**src/rtl/rrp_pkg.sv**
```systemverilog
// Package for the receive rate pacer: field widths, register indexes,
// status codes and divider handshake types. No dependencies.
package rrp_pkg;

   localparam int BYTES_W     = 21;
   localparam int ELAPSED_W   = 40;
   localparam int TOTAL_W     = 48;
   localparam int PAUSE_W     = 20;
   localparam int RATE_W      = 22;
   localparam int DUR_W       = 16;
   localparam int CHUNK_W     = 11;
   localparam int AHEAD_W     = TOTAL_W + 1;
   localparam int PROD_W      = AHEAD_W + PAUSE_W;
   localparam int DIVIDEND_W  = PROD_W - 7;
   localparam int MUL_SPLIT   = 25;
   localparam int REQ_DATA_W  = 64;
   localparam int RSP_DATA_W  = 72;
   localparam int CSR_ADDR_W  = 2;

   localparam logic [PAUSE_W-1:0] US_PER_S = PAUSE_W'(1000000);

   localparam logic [CSR_ADDR_W-1:0] CSR_RATE     = 2'd0;
   localparam logic [CSR_ADDR_W-1:0] CSR_DURATION = 2'd1;
   localparam logic [CSR_ADDR_W-1:0] CSR_CHUNK    = 2'd2;

   typedef enum logic [1:0] {
      STATUS_CONTINUE = 2'd0,
      STATUS_DURATION = 2'd1,
      STATUS_FAILED   = 2'd2
   } status_type;

   typedef struct packed {
      logic busy;
      logic done;
   } div_status_type;

endpackage

```
**src/rtl/rrp_div.sv**
```systemverilog
// Restoring divider, one quotient bit per cycle.
// Depends on rrp_pkg.
module rrp_div (
   input  logic                                clock,
   input  logic                                reset,
   input  logic                                start,
   input  logic [rrp_pkg::DIVIDEND_W-1:0]      dividend,
   input  logic [rrp_pkg::RATE_W-1:0]          divisor,
   output logic [rrp_pkg::DIVIDEND_W-1:0]      quotient,
   output rrp_pkg::div_status_type             status
);

   localparam int CntW = $clog2(rrp_pkg::DIVIDEND_W);

   logic                              busy_ff, busy_in;
   logic                              done_ff, done_in;
   logic [CntW-1:0]                   cnt_ff, cnt_in;
   logic [rrp_pkg::RATE_W-1:0]        rem_ff, rem_in;
   logic [rrp_pkg::DIVIDEND_W-1:0]    quo_ff, quo_in;
   logic [rrp_pkg::RATE_W:0]          trial;
   logic                              ge;

   always_comb begin
      trial   = {rem_ff, quo_ff[rrp_pkg::DIVIDEND_W-1]};
      ge      = trial >= {1'b0, divisor};
      busy_in = busy_ff;
      done_in = 1'b0;
      cnt_in  = cnt_ff;
      rem_in  = rem_ff;
      quo_in  = quo_ff;
      if (start) begin
         busy_in = 1'b1;
         cnt_in  = CntW'(rrp_pkg::DIVIDEND_W - 1);
         rem_in  = '0;
         quo_in  = dividend;
      end else if (busy_ff) begin
         rem_in = ge ? rrp_pkg::RATE_W'(trial - {1'b0, divisor})
                     : trial[rrp_pkg::RATE_W-1:0];
         quo_in = {quo_ff[rrp_pkg::DIVIDEND_W-2:0], ge};
         cnt_in = cnt_ff - 1'b1;
         if (cnt_ff == '0) begin
            busy_in = 1'b0;
            done_in = 1'b1;
         end
      end
   end

   always_ff @(posedge clock) begin
      if (reset) begin
         busy_ff <= 1'b0;
         done_ff <= 1'b0;
      end else begin
         busy_ff <= busy_in;
         done_ff <= done_in;
      end
      cnt_ff <= cnt_in;
      rem_ff <= rem_in;
      quo_ff <= quo_in;
   end

   assign quotient    = quo_ff;
   assign status.busy = busy_ff;
   assign status.done = done_ff;

`ifndef SYNTHESIS
   a_done_after_busy: assert property (@(posedge clock) disable iff (reset)
      done_ff |-> !busy_ff && $past(busy_ff))
      else $error("divider done without a run");
`endif

endmodule

```
**src/rtl/receive_rate_pacer.sv**
```systemverilog
// Top level of the receive rate pacer: sequencer, config registers, total,
// two-step constant multiply and output register. Depends on rrp_pkg, rrp_div.
//
//  channel  dir  fields (low bit up)
//  req      in   tdata: bytes_read[20:0], elapsed_us[60:21]; tuser: read_failed
//  rsp      out  tdata: pause_us[19:0], total_bytes[67:20]; tuser: status
//  csr      in   csr_addr 0 rate_kibps, 1 duration_seconds, 2 chunk_kib
//
// A paced word passes through prep, the two-step multiply, the one-bit-per-cycle
// divider, a difference and a cap. Failed reads go straight to the output state;
// stops and zero rate go there after prep. One word is in work at a time; the
// next is taken the cycle after the result is loaded. A stalled result holds
// the sequencer in its output state. Synchronous reset restores control, the
// total and the config registers.
module receive_rate_pacer #(
   parameter int unsigned MAX_PAUSE_US = 1000000
) (
   input  logic                                clock,
   input  logic                                reset,
   input  logic                                req_tvalid,
   output logic                                req_tready,
   input  logic [rrp_pkg::REQ_DATA_W-1:0]      req_tdata,  // bytes_read, elapsed_us
   input  logic                                req_tuser,  // read_failed
   output logic                                rsp_tvalid,
   input  logic                                rsp_tready,
   output logic [rrp_pkg::RSP_DATA_W-1:0]      rsp_tdata,  // pause_us, total_bytes
   output logic [1:0]                          rsp_tuser,  // status
   input  logic                                csr_we,
   input  logic [rrp_pkg::CSR_ADDR_W-1:0]      csr_addr,
   input  logic [rrp_pkg::RATE_W-1:0]          csr_wdata
);

   localparam logic [rrp_pkg::DIVIDEND_W-1:0] MaxPause =
      rrp_pkg::DIVIDEND_W'(MAX_PAUSE_US);
   localparam int HiW = rrp_pkg::AHEAD_W - rrp_pkg::MUL_SPLIT;

   typedef enum logic [8:0] {
      S_IDLE   = 9'b000000001,
      S_PREP   = 9'b000000010,
      S_MULLO  = 9'b000000100,
      S_MULHI  = 9'b000001000,
      S_DSTART = 9'b000010000,
      S_DWAIT  = 9'b000100000,
      S_DIFF   = 9'b001000000,
      S_CAP    = 9'b010000000,
      S_OUT    = 9'b100000000
   } state_type;

   state_type                             state_ff, state_in;
   logic [rrp_pkg::RATE_W-1:0]            rate_ff, rate_in;
   logic [rrp_pkg::DUR_W-1:0]             dur_ff, dur_in;
   logic [rrp_pkg::CHUNK_W-1:0]           chunk_ff, chunk_in;
   logic [rrp_pkg::TOTAL_W-1:0]           total_ff, total_in;
   logic [rrp_pkg::ELAPSED_W-1:0]         elapsed_ff, elapsed_in;
   logic [rrp_pkg::AHEAD_W-1:0]           ahead_ff, ahead_in;
   logic [rrp_pkg::PROD_W-1:0]            prod_ff, prod_in;
   logic [rrp_pkg::DIVIDEND_W-1:0]        diff_ff, diff_in;
   logic                                  late_ff, late_in;
   logic [rrp_pkg::PAUSE_W-1:0]           pause_ff, pause_in;
   rrp_pkg::status_type                   status_ff, status_in;
   logic                                  out_valid_ff, out_valid_in;
   logic [rrp_pkg::PAUSE_W-1:0]           out_pause_ff, out_pause_in;
   logic [rrp_pkg::TOTAL_W-1:0]           out_total_ff, out_total_in;
   rrp_pkg::status_type                   out_status_ff, out_status_in;

   logic                                  accept;
   logic                                  out_free;
   logic [rrp_pkg::TOTAL_W:0]             sum;
   logic [rrp_pkg::BYTES_W-1:0]           req_bytes;
   logic [35:0]                           dur_us;
   logic [rrp_pkg::DIVIDEND_W-1:0]        quotient;
   logic [rrp_pkg::DIVIDEND_W-1:0]        elapsed_ext;
   rrp_pkg::div_status_type               div_sts;

   rrp_div u_div (
      .clock    (clock),
      .reset    (reset),
      .start    (state_ff == S_DSTART),
      .dividend (prod_ff[rrp_pkg::PROD_W-1:7]),
      .divisor  (rate_ff),
      .quotient (quotient),
      .status   (div_sts)
   );

   assign req_tready = (state_ff == S_IDLE);
   assign accept     = req_tvalid && req_tready;
   assign out_free   = !out_valid_ff || rsp_tready;

   always_comb begin
      req_bytes   = req_tdata[rrp_pkg::BYTES_W-1:0];
      sum         = {1'b0, total_ff} + (rrp_pkg::TOTAL_W+1)'(req_bytes);
      dur_us      = 36'(dur_ff) * 36'(rrp_pkg::US_PER_S);
      elapsed_ext = rrp_pkg::DIVIDEND_W'(elapsed_ff);

      state_in      = state_ff;
      rate_in       = rate_ff;
      dur_in        = dur_ff;
      chunk_in      = chunk_ff;
      total_in      = total_ff;
      elapsed_in    = elapsed_ff;
      ahead_in      = ahead_ff;
      prod_in       = prod_ff;
      diff_in       = diff_ff;
      late_in       = late_ff;
      pause_in      = pause_ff;
      status_in     = status_ff;
      out_valid_in  = out_valid_ff && !rsp_tready;
      out_pause_in  = out_pause_ff;
      out_total_in  = out_total_ff;
      out_status_in = out_status_ff;

      if (csr_we) begin
         case (csr_addr)
            rrp_pkg::CSR_RATE:     rate_in  = csr_wdata;
            rrp_pkg::CSR_DURATION: dur_in   = csr_wdata[rrp_pkg::DUR_W-1:0];
            rrp_pkg::CSR_CHUNK:    chunk_in = csr_wdata[rrp_pkg::CHUNK_W-1:0];
            default: ;
         endcase
      end

      case (state_ff)
         S_IDLE: begin
            if (accept) begin
               elapsed_in = req_tdata[rrp_pkg::BYTES_W +: rrp_pkg::ELAPSED_W];
               pause_in   = '0;
               if (req_tuser) begin
                  status_in = rrp_pkg::STATUS_FAILED;
                  state_in  = S_OUT;
               end else begin
                  total_in = sum[rrp_pkg::TOTAL_W] ? '1 : sum[rrp_pkg::TOTAL_W-1:0];
                  state_in = S_PREP;
               end
            end
         end
         S_PREP: begin
            ahead_in = rrp_pkg::AHEAD_W'(total_ff) + rrp_pkg::AHEAD_W'({chunk_ff, 10'b0});
            if (elapsed_ff >= rrp_pkg::ELAPSED_W'(dur_us)) begin
               status_in = rrp_pkg::STATUS_DURATION;
               state_in  = S_OUT;
            end else begin
               status_in = rrp_pkg::STATUS_CONTINUE;
               state_in  = (rate_ff == '0) ? S_OUT : S_MULLO;
            end
         end
         S_MULLO: begin
            prod_in  = rrp_pkg::PROD_W'(45'(ahead_ff[rrp_pkg::MUL_SPLIT-1:0])
                       * 45'(rrp_pkg::US_PER_S));
            state_in = S_MULHI;
         end
         S_MULHI: begin
            prod_in  = prod_ff + (rrp_pkg::PROD_W'(44'(ahead_ff[rrp_pkg::AHEAD_W-1 -: HiW])
                       * 44'(rrp_pkg::US_PER_S)) << rrp_pkg::MUL_SPLIT);
            state_in = S_DSTART;
         end
         S_DSTART: state_in = S_DWAIT;
         S_DWAIT: begin
            if (div_sts.done) begin
               state_in = S_DIFF;
            end
         end
         S_DIFF: begin
            late_in  = quotient > elapsed_ext;
            diff_in  = quotient - elapsed_ext;
            state_in = S_CAP;
         end
         S_CAP: begin
            if (late_ff) begin
               pause_in = (diff_ff > MaxPause) ? MaxPause[rrp_pkg::PAUSE_W-1:0]
                                               : diff_ff[rrp_pkg::PAUSE_W-1:0];
            end
            state_in = S_OUT;
         end
         S_OUT: begin
            if (out_free) begin
               out_valid_in  = 1'b1;
               out_pause_in  = pause_ff;
               out_total_in  = total_ff;
               out_status_in = status_ff;
               state_in      = S_IDLE;
            end
         end
         default: state_in = S_IDLE;
      endcase
   end

   always_ff @(posedge clock) begin
      if (reset) begin
         state_ff     <= S_IDLE;
         rate_ff      <= '0;
         dur_ff       <= rrp_pkg::DUR_W'(10);
         chunk_ff     <= rrp_pkg::CHUNK_W'(10);
         total_ff     <= '0;
         out_valid_ff <= 1'b0;
      end else begin
         state_ff     <= state_in;
         rate_ff      <= rate_in;
         dur_ff       <= dur_in;
         chunk_ff     <= chunk_in;
         total_ff     <= total_in;
         out_valid_ff <= out_valid_in;
      end
      elapsed_ff    <= elapsed_in;
      ahead_ff      <= ahead_in;
      prod_ff       <= prod_in;
      diff_ff       <= diff_in;
      late_ff       <= late_in;
      pause_ff      <= pause_in;
      status_ff     <= status_in;
      out_pause_ff  <= out_pause_in;
      out_total_ff  <= out_total_in;
      out_status_ff <= out_status_in;
   end

   assign rsp_tvalid = out_valid_ff;
   assign rsp_tdata  = {4'b0, out_total_ff, out_pause_ff};
   assign rsp_tuser  = out_status_ff;

`ifndef SYNTHESIS
   a_div_done_waits: assert property (@(posedge clock) disable iff (reset)
      div_sts.done |-> state_ff == S_DWAIT)
      else $error("divider result arrived outside the wait state");
   a_div_busy_waits: assert property (@(posedge clock) disable iff (reset)
      div_sts.busy |-> state_ff == S_DWAIT)
      else $error("divider running outside the wait state");
   a_total_monotonic: assert property (@(posedge clock) disable iff (reset)
      !$past(reset) |-> total_ff >= $past(total_ff))
      else $error("byte total went down");
   a_stop_no_pause: assert property (@(posedge clock) disable iff (reset)
      out_valid_ff && out_status_ff != rrp_pkg::STATUS_CONTINUE |-> out_pause_ff == '0)
      else $error("pause given with a stop status");
   a_out_loads: assert property (@(posedge clock) disable iff (reset)
      state_ff == S_OUT && out_free |=> out_valid_ff && state_ff == S_IDLE)
      else $error("result not loaded");
`endif

endmodule

```
**config.mk**
```make
export PLATFORM = sky130hd
export DESIGN_NAME = receive_rate_pacer
export DESIGN_NICKNAME = d
export VERILOG_FILES = /design/src/rtl/rrp_pkg.sv /design/src/rtl/rrp_div.sv /design/src/rtl/receive_rate_pacer.sv
export SDC_FILE = /design/constraint.sdc
export NUM_CORES = 2
export LEC_CHECK = 0
export ABC_AREA = 1
export BUFFER_PORTS_ARGS = -buffer_cell sky130_fd_sc_hd__buf_2
export CAP_MARGIN = 10
export CELL_PAD_IN_SITES_DETAIL_PLACEMENT = 1
export CELL_PAD_IN_SITES_GLOBAL_PLACEMENT = 2
export CORE_MARGIN = 2
export CORE_UTILIZATION = 39
export CTS_CLUSTER_SIZE = 40
export DETAILED_ROUTE_END_ITERATION = 8
export PLACE_DENSITY_LB_ADDON = 0.1
export SETUP_SLACK_MARGIN = 0.02
export SLEW_MARGIN = 40
export SYNTH_ARGS = -nofsm -noshare
export SYNTH_HDL_FRONTEND = slang
export SYNTH_SLANG_ARGS = --single-unit
```
**constraint.sdc**
```tcl
create_clock -name clock -period 10.1 [get_ports clock]
set_input_delay 1.01 -clock clock [delete_from_list [all_inputs] [get_ports clock]]
set_output_delay 1.01 -clock clock [all_outputs]
set_load 0.01 [all_outputs]
```
==> results <==
- The total count of hold-check failures in the final report is 0.
- The cell leakage power is 23.6 nW.
- The H-tree was split into 3 levels.
- In the post-synthesis netlist, the biggest area contributors are edfxtp_1 (25%), ha_1 (15%), fa_1 (11%).
- In this run, the number of DRC markers left after iteration 0 of detailed routing was 1909.
- The die height is 343 um.
- Once the clock tree was built, the resizer swapped 0 gates to a different size.
- The library cell used as clock root buffer is clkbuf_16.
- The number of pins with negative max-slew slack in the final report was 0.
- The count of buffers from port buffering is approximately 160.
- Setup total negative slack on the finished layout was measured at 0 ns.
- Clock skew on the completed layout was measured at 0.0222 ns.
- The critical path contains buffers and inverters numbering 4 combined.
- The launching element type of the critical path is a register.
- The post-synthesis cell type with the largest combined area is edfxtp_1.
- Counting flops and latches in the post-synthesis netlist gives 505.
- The arrival time of the worst setup path is slightly below 8 ns.
- After detailed routing, the average wire length per cell comes to 19.9 um.
- For this run, design rule violations remaining after detail routing come to 0.
- The overall fraction of global-route tracks in use is 25.2%.
- The number of instances in the synthesized netlist is 5563.
- The final cell utilization of the core is 43.4%.
- The overall die area is roughly 0.12 mm2.
- The count of hold-fix buffers inserted at cts is 0.
- Of the cells placed in the final design, the portion with a size suffix greater than 1 is 6.26%.
- The total wirelength of the detailed-routed design is 146 mm.
- For the worst-skew pair, the clock arrives at the later sink with an insertion delay of ~0.64 ns.
- After synthesis the cells add up to 0.0449 mm2.
- Relative to the synthesized area, the layout overhead comes to 10.5%.
- In this run, distinct cell masters in the synthesized netlist total between 50 and 60.
- The slowest stage of the critical path is the fa_1 cell.
- The largest fanout on the critical path is 6.
- The number of buffers created by CTS is 66.
- The via count is 37.7k.
- The worst-margin pin slew is about 0.8 ns.
- The part of the Yosys area used for sequential elements is 30.7%.
- The final-layout fill cell count is about 14k.
- The count of TritonRoute iterations in the first routing pass is 5.
- Row generation in the floorplan step produced 124 rows.
- The count of max-cap constraint violations is 0.
- The average instance area after synthesis is 8.06 um2.
- The routability congestion estimate from global placement is 0.907.
- The worst register-to-register path has a setup slack of 2.73 ns.
- In this run the tightest slew margin relative to its limit is between 40% and 50%.
- The kind of cell adding the most delay to the critical path is adder cells.
- The area of the core region is 0.114 mm2.
- For this run, the leading register cell type out of synthesis is edfxtp_1.
- The stage delay of the slowest cell on the critical path is 0.58 ns.
- The top achievable clock speed is 136 MHz.
- For the worst setup path, the data required time is 10.59 ns.
- For this configuration, the core starts out at a cell density of between 30% and 40%.
- The width of the chip is 343 um.
- Counting flops with an async set or reset pin after synthesis yields a share of 0%.
- The number of enable-type register cells in the synthesized netlist is 368.
- The start-to-end type of the worst setup path is register to register.
- The Yosys step of the flow raised 0 warnings.
- Setup repair after global routing left no endpoint under its margin.
- The worst path needs 7.37 ns of the cycle, external delays included.
- Entering global routing, the biggest net connects 76 pins.
- The kind of capture point of the worst setup path is a register.
- The worst ir drop on vdd is ~0.20 mV.
- The final HPWL from detailed placement is 122 mm.
- Counting every sink on the clock net gives 505.
- Summed over all layers, the global routing overflow is 0.
- In this run the power density over the cells is 214 mW/mm2.
- Using the TritonRoute via totals, the vias-per-cell ratio works out to 5.16.
- The share of the synthesized area in the top cell type is 24.6%.
- The run finished with clean final reports.
- The final layout contains around 6.6k nets.
- The I/O pin total is 170.
- The CTS tree is yes.
- In this run the worst hold path is classified as register to register.
- The number of antenna violations at the first check in global routing came to 5.
- The wire length of the first global-routing pass is about 230 mm.
- The number of setup buffers added after CTS is 0.
- The number of global-route vias before repair is roughly 40k.
- After clock tree synthesis, the clock-pin slew on the worst setup and hold paths is roughly 0.06 ns.
- The maximum clock insertion buffer count is 3.
- In this run the remaining antenna-violating nets after routing total 0.
- Setup violations remaining at the end of the flow were counted as 0.
- The worst path uses 72.9% of the clock period.
[final cells by class]
| class | count | area (um2) | share of cell area [%] |
|---|---|---|---|
| repair buffers | 178 | 938 | 1.89 |
| diodes | 2 | 5.00 | 0.0101 |
| flip-flops and latches | 505 | 13800 | 27.8 |
| well taps | 1512 | 1890 | 3.82 |
| clock buffers | 83 | 1790 | 3.61 |
| inverters | 951 | 3590 | 7.24 |
| clock inverters | 38 | 345 | 0.697 |
| multi-input cells | 4045 | 27200 | 54.9 |
[logic make-up after synthesis]
logic type	after synthesis	share of synthesized area (%)
AO/OA/AOI/OAI	811	9.87
XOR/XNOR	170	3.32
adder cells (fa/ha/maj)	784	26.1
buffers and inverters	1016	8.70
flip-flops	505	30.7
other	1	0.00836
AND/OR/NAND/NOR	2276	21.2
[layer usage]
metal | global-route usage [%] | part of all wire (%) | vias to the layer above
met5 | 0 | 0.012 | -
met4 | 8.88 | 3.7 | 2
met3 | 2.96 | 3.6 | 218
met2 | 42.1 | 46 | 581
met1 | 33.7 | 47 | 18400
li1 | - | - | 18500
[through the flow]
stage,power [W],instance area (um2),hold WS (ns),setup WS (ns),instances
2_1_floorplan,0.00652,44900,0.400,1.68,5566
3_5_place_dp,0.00830,47400,0.406,2.72,7191
3_3_place_gp,0.00823,47400,0.402,2.78,7191
4_1_cts,0.0107,49600,0.419,2.68,7312
6_report,0.0106,49600,0.420,2.73,7314
5_1_grt,0.0116,49600,0.424,2.22,7312
[report_power, final]
group / leakage (nW) / switching [W] / total, W / internal (W)
Combinational: 18.0 / 0.00377 / 0.00557 / 0.00181
Clock: 1.04 / 0.000978 / 0.00235 / 0.00137
Sequential: 4.58 / 0.000155 / 0.00269 / 0.00253
Total: 23.6 / 0.00490 / 0.0106 / 0.00571
[cells in the mapped netlist (all sizes together), types with 5 or more instances]
cell,instances
fa,255
inv,949
and2,5
edfxtp,368
o21a,12
o21ai,287
dfxtp,137
nand3b,16
nor3,78
a31oi,18
xor2,110
nand3,245
nand2,1240
nand4,71
a21o,23
xnor2,60
o21bai,45
or2,14
nor2,572
ha,529
nor4,29
buf,24
clkbuf,41
a21oi,398
a21boi,9
o211ai,9
[path summary, 6_finish.rpt]
path / from / to / cells past startpoint
min: pause_ff[16]$_SDFFCE_PN0P_ / out_pause_ff[16]$_DFFE_PP_ / 0
max reg2reg: dur_ff[1]$_SDFFE_PP1P_ / state_ff[8]$_SDFFE_PP0P_ / 29
min reg2reg: pause_ff[16]$_SDFFCE_PN0P_ / out_pause_ff[16]$_DFFE_PP_ / 0
max: dur_ff[1]$_SDFFE_PP1P_ / state_ff[8]$_SDFFE_PP0P_ / 29
[state kept, by name, summed over array words and instances, names as in the netlist]
name and cells:
ahead_ff 49, chunk_ff 11, diff_ff 62, dur_ff 16, elapsed_ff 40, late_ff 1, out_pause_ff 20, out_total_ff 48
pause_ff 20, prod_ff 62, rate_ff 22, rsp_tuser 2, rsp_tvalid 1, state_ff 9, status_ff 2, total_ff 48
u_div.busy_ff 1, u_div.cnt_ff 6, u_div.done_ff 1, u_div.quotient 62, u_div.rem_ff 22
[layout by cell type, fill, tap and decap left out, types with 5 or more instances in the layout]
cell type  instances
nand2_1         1229
inv_1            935
nor2_1           561
ha_1             529
a21oi_1          378
edfxtp_1         368
o21ai_0          267
fa_1             255
nand3_1          234
buf_2            162
dfxtp_1          137
xor2_1           110
nor3_1            76
nand4_1           71
clkbuf_16         69
xnor2_1           60
o21bai_1          45
nor4_1            28
a21o_1            23
o21ai_1           19
a21oi_2           19
a31oi_1           18
nand3b_1          16
or2_2             14
buf_4             14
inv_2             13
clkbuf_1          13
o21a_1            12
clkinv_1          10
clkinv_2          10
o211ai_1           9
a21boi_0           9
nand3_2            9
nor2_2             6
nand2_2            5
nand2_4            5
(Power assumes the default switching activity.)
